**src/assert_macros.svh**
```systemverilog
// Assertion macros shared by the framebuffer engine RTL.
// No dependencies; include with the bare file name.
`ifndef ASSERT_MACROS_SVH
`define ASSERT_MACROS_SVH

// Property must hold at every clock edge outside reset.
`define AM_ASSERT(lbl, clk, rst, prop, msg) \
   lbl: assert property (@(posedge clk) disable iff (rst) (prop)) else $error(msg);

// Condition must never be true outside reset.
`define AM_FORBID(lbl, clk, rst, cond, msg) \
   `AM_ASSERT(lbl, clk, rst, !(cond), msg)

`endif

```
**src/ofb_queue.sv**
```systemverilog
// Short first-in first-out queue between the front end and the back end.
// No dependencies.
`default_nettype none

module ofb_queue #(
   parameter int DATA_W = 8,
   parameter int DEPTH  = 4
) (
   input  wire logic              clock,
   input  wire logic              reset,
   input  wire logic              push,
   input  wire logic [DATA_W-1:0] din,
   output logic                   full,
   input  wire logic              pop,
   output logic [DATA_W-1:0]      dout,
   output logic                   empty
);

   localparam int PW = $clog2(DEPTH);

   logic [DATA_W-1:0] mem_ff [DEPTH];
   logic [PW-1:0]     wr_ptr_ff, wr_ptr_in, rd_ptr_ff, rd_ptr_in;
   logic [PW:0]       cnt_ff, cnt_in;

   assign full  = (cnt_ff == (PW+1)'(DEPTH));
   assign empty = (cnt_ff == '0);
   assign dout  = mem_ff[rd_ptr_ff];

   always_comb begin
      wr_ptr_in = wr_ptr_ff;
      rd_ptr_in = rd_ptr_ff;
      cnt_in    = cnt_ff;
      if (push) begin
         wr_ptr_in = (wr_ptr_ff == PW'(DEPTH - 1)) ? '0 : wr_ptr_ff + 1'b1;
      end
      if (pop) begin
         rd_ptr_in = (rd_ptr_ff == PW'(DEPTH - 1)) ? '0 : rd_ptr_ff + 1'b1;
      end
      if (push && !pop) begin
         cnt_in = cnt_ff + 1'b1;
      end else if (pop && !push) begin
         cnt_in = cnt_ff - 1'b1;
      end
   end

   always_ff @(posedge clock) begin
      if (reset) begin
         wr_ptr_ff <= '0;
         rd_ptr_ff <= '0;
         cnt_ff    <= '0;
      end else begin
         wr_ptr_ff <= wr_ptr_in;
         rd_ptr_ff <= rd_ptr_in;
         cnt_ff    <= cnt_in;
      end
   end

   always_ff @(posedge clock) begin
      if (push) begin
         mem_ff[wr_ptr_ff] <= din;
      end
   end

endmodule

`default_nettype wire

```
**config.mk**
```make
export PLATFORM = sky130hd
export DESIGN_NAME = ofb_queue
export DESIGN_NICKNAME = d
export VERILOG_FILES = /design/src/assert_macros.svh /design/src/ofb_queue.sv
export SDC_FILE = /design/constraint.sdc
export NUM_CORES = 1
export LEC_CHECK = 0
export BUFFER_PORTS_ARGS = -buffer_cell sky130_fd_sc_hd__buf_4
export CELL_PAD_IN_SITES_DETAIL_PLACEMENT = 0
export CELL_PAD_IN_SITES_GLOBAL_PLACEMENT = 1
export CORE_MARGIN = 2
export CORE_UTILIZATION = 35
export CTS_CLUSTER_DIAMETER = 50
export DETAILED_ROUTE_END_ITERATION = 8
export HOLD_SLACK_MARGIN = 0.06
export MAX_ROUTING_LAYER = met4
export PLACE_DENSITY_LB_ADDON = 0.1
export SLEW_MARGIN = 10
export SYNTH_ARGS = -nofsm -noshare
export SYNTH_HDL_FRONTEND = slang
export SYNTH_SLANG_ARGS = --single-unit
```
**constraint.sdc**
```tcl
create_clock -name clock -period 1.5 [get_ports clock]
set_input_delay 0 -clock clock [delete_from_list [all_inputs] [get_ports clock]]
set_output_delay 0 -clock clock [all_outputs]
set_load 0.01 [all_outputs]
```
==> metrics.txt <==
CP Launch Type=register; CP max stage cell=fa_1; Rel. slew slack=84.5%; initial antenna violation count=0; Syn Nets=105; detail-routed net length per standard cell=13.9 microns; RSZ-0062 raised after global routing=no; Tot GR Track Use=11.5%; Synth Warn #=0; Design Power=2490 uW; initial core utilization=36.4%; root buffer cell=clkbuf_8; Final #Nets=150; Least-Margin Pin Slew=0.232 ns; GR Overflow Total=0; Die X=71.6 microns; core area=4380 sq um; setup TNS=0 ns; endpoints failing hold=0; Residual DRC=0; first-pass GRT wire length=4020 microns; placed instance count=165; Die Area=5120 sq um; synthesis-to-finish area growth=31.4%; count of final setup violators=0; CTS tree=built; max incr delay on CP=0.44 ns; Final Skew=0.00586 ns; CTS Sinks=41; clock buffer count from CTS=5; DP Wirelength=1860 microns; post-synth cell types=17; Cell Rows=24; Die Y=71.6 microns; # IOs=22; worst vdd ir=0.000600 V; vias=842; Diodes inserted=0; clock buffer depth=2; Worst EP required=1.72 ns; clock-pin slew on the worst setup and hold paths=0.07 ns; worst skew pair latency=0.28 ns; crit path cell chain=fa_1 > xor2_1 > or3_1 > a21oi_1; Crit Path Class=reg2reg; FMAX=687 MHz; H-tree depth=2; drt pass-1 iters=4; leakage power figure=0.000798 uW; Detail Route Antenna Nets=0; vias in the first global route=842; #FFs+latches synth=41; post-synthesis cell area=1600 sq um; share of layout cells above drive strength 1=34.1%; status=complete, no violations; Routability Congestion=0.744; mean post-synth cell area=18.6 sq um; IO Port Bufs=21; Slew Viols, Final=0; Final Non-Filler Cells=184; critical path peak fanout=4; final critical path time including I/O delays and setup=1.46 ns; Max Cap Viol=0; Worst EP arrival=1.68 ns; commonest cells after routing, fill and taps aside=edfxtp_1, buf_4, dlygate4sd3_1, mux4_2; pin count of the biggest net entering global routing=13; mean number of vias per cell=4.58; Cells after Synth=86; class of the most critical hold timing path=in2reg; leading cell type in the layout, fill and taps excluded=edfxtp_1; sequential share of the synthesized area=71.4%; DRT iter0 DRCs=78; pwr/cell area=1190 nW/um^2; final WL=2560 microns; final cycle utilization of the critical path=97.0%; Crit. End Element=register
==> worst max-delay path, delay by kind of cell (launching register included) <==
kind / cells / cell delay (ns)
AND/OR/NAND/NOR: 1 / 0.30
adder cells (fa/ha/maj): 1 / 0.44
AO/OA/AOI/OAI: 1 / 0.14
XOR/XNOR: 1 / 0.16
flip-flops: 1 / 0.35
==> per-layer routing <==
layer / track usage [%] / part of all wire, % / up-vias
li1: - / - / 412
met5: - / 0 / -
met3: 4.22 / 4.4 / 7
met2: 18.2 / 49 / 18
met4: 5.66 / 2.1 / 0
met1: 12.9 / 44 / 405
==> cell families after synthesis <==
logic type / count (synthesis) / synth area share (%)
and+or+nand+nor: 15 / 4.85
buffers and inverters: 6 / 1.96
DFF: 41 / 71.4
AOI/OAI and AO/OA: 3 / 0.939
muxes: 12 / 13.8
adders and majority gates: 7 / 5.95
xor gates and xnor gates: 2 / 1.10
==> cells in the mapped netlist <==
cell type / instances / area share [%]
mux2i_1: 4 / 2.5
edfxtp_1: 32 / 60
mux4_2: 8 / 11
or3_1: 1 / 0.39
ha_1: 6 / 4.7
xor2_1: 2 / 1.1
buf_6: 1 / 0.70
fa_1: 1 / 1.3
nor3b_1: 2 / 0.94
nor2_1: 7 / 1.6
inv_1: 4 / 0.94
clkbuf_2: 1 / 0.31
nor3_1: 1 / 0.31
a21oi_1: 2 / 0.63
o21ai_0: 1 / 0.31
dfxtp_1: 9 / 11
and2_1: 4 / 1.6
==> worst paths after layout <==
check | from | endpoint | slack [ns] | cells after the start
setup / recovery | cnt_ff[0] | cnt_ff[2] | 0.04 | 4
hold / removal | pop | register | 0.09 | 4
setup reg to reg | cnt_ff[0] | cnt_ff[2] | 0.04 | 4
hold reg to reg | cnt_ff[2] | cnt_ff[2] | 0.51 | 2
==> final cells by class <==
cell class                 instances  area, sq um
clock inverter                     2         33.8
timing repair buffer              40          344
fill                             375         2280
inverter                           4         15.0
tap                               52         65.1
clock buffer                       6         72.6
sequential                        41         1140
multi-input combinational         39          425
==> stage by stage <==
step	setup slack (ns)	instance area [sq um]	hold slack [ns]	utilization, %
floorplan	0.109	1600	0.0691	-
detailed placement	0.0152	1860	0.205	42.5
global route	0.00219	2100	0.114	47.9
global placement	0.0563	1860	0.202	42.5
finish	0.0445	2100	0.0895	47.9
CTS	0.00887	2080	0.0863	47.5
==> power breakdown <==
part | internal (uW) | switching (uW)
clock network | 490 | 327
registers | 1290 | 41.0
logic | 197 | 142
total | 1980 | 510
==> sequential cells by signal, indices dropped and copies added (netlist names), named ones only <==
name	count
rd_ptr_ff	2
wr_ptr_ff	2
cnt_ff	3
mem_ff	32
==> repair_timing <==
action,in CTS,in global routing
endpoints found under the hold margin,41,0
hold buffers,11,0
setup endpoints to repair,6,8
buffers inserted,0,0
gates resized for setup,1,5
Power figures use the tool's default switching activity.
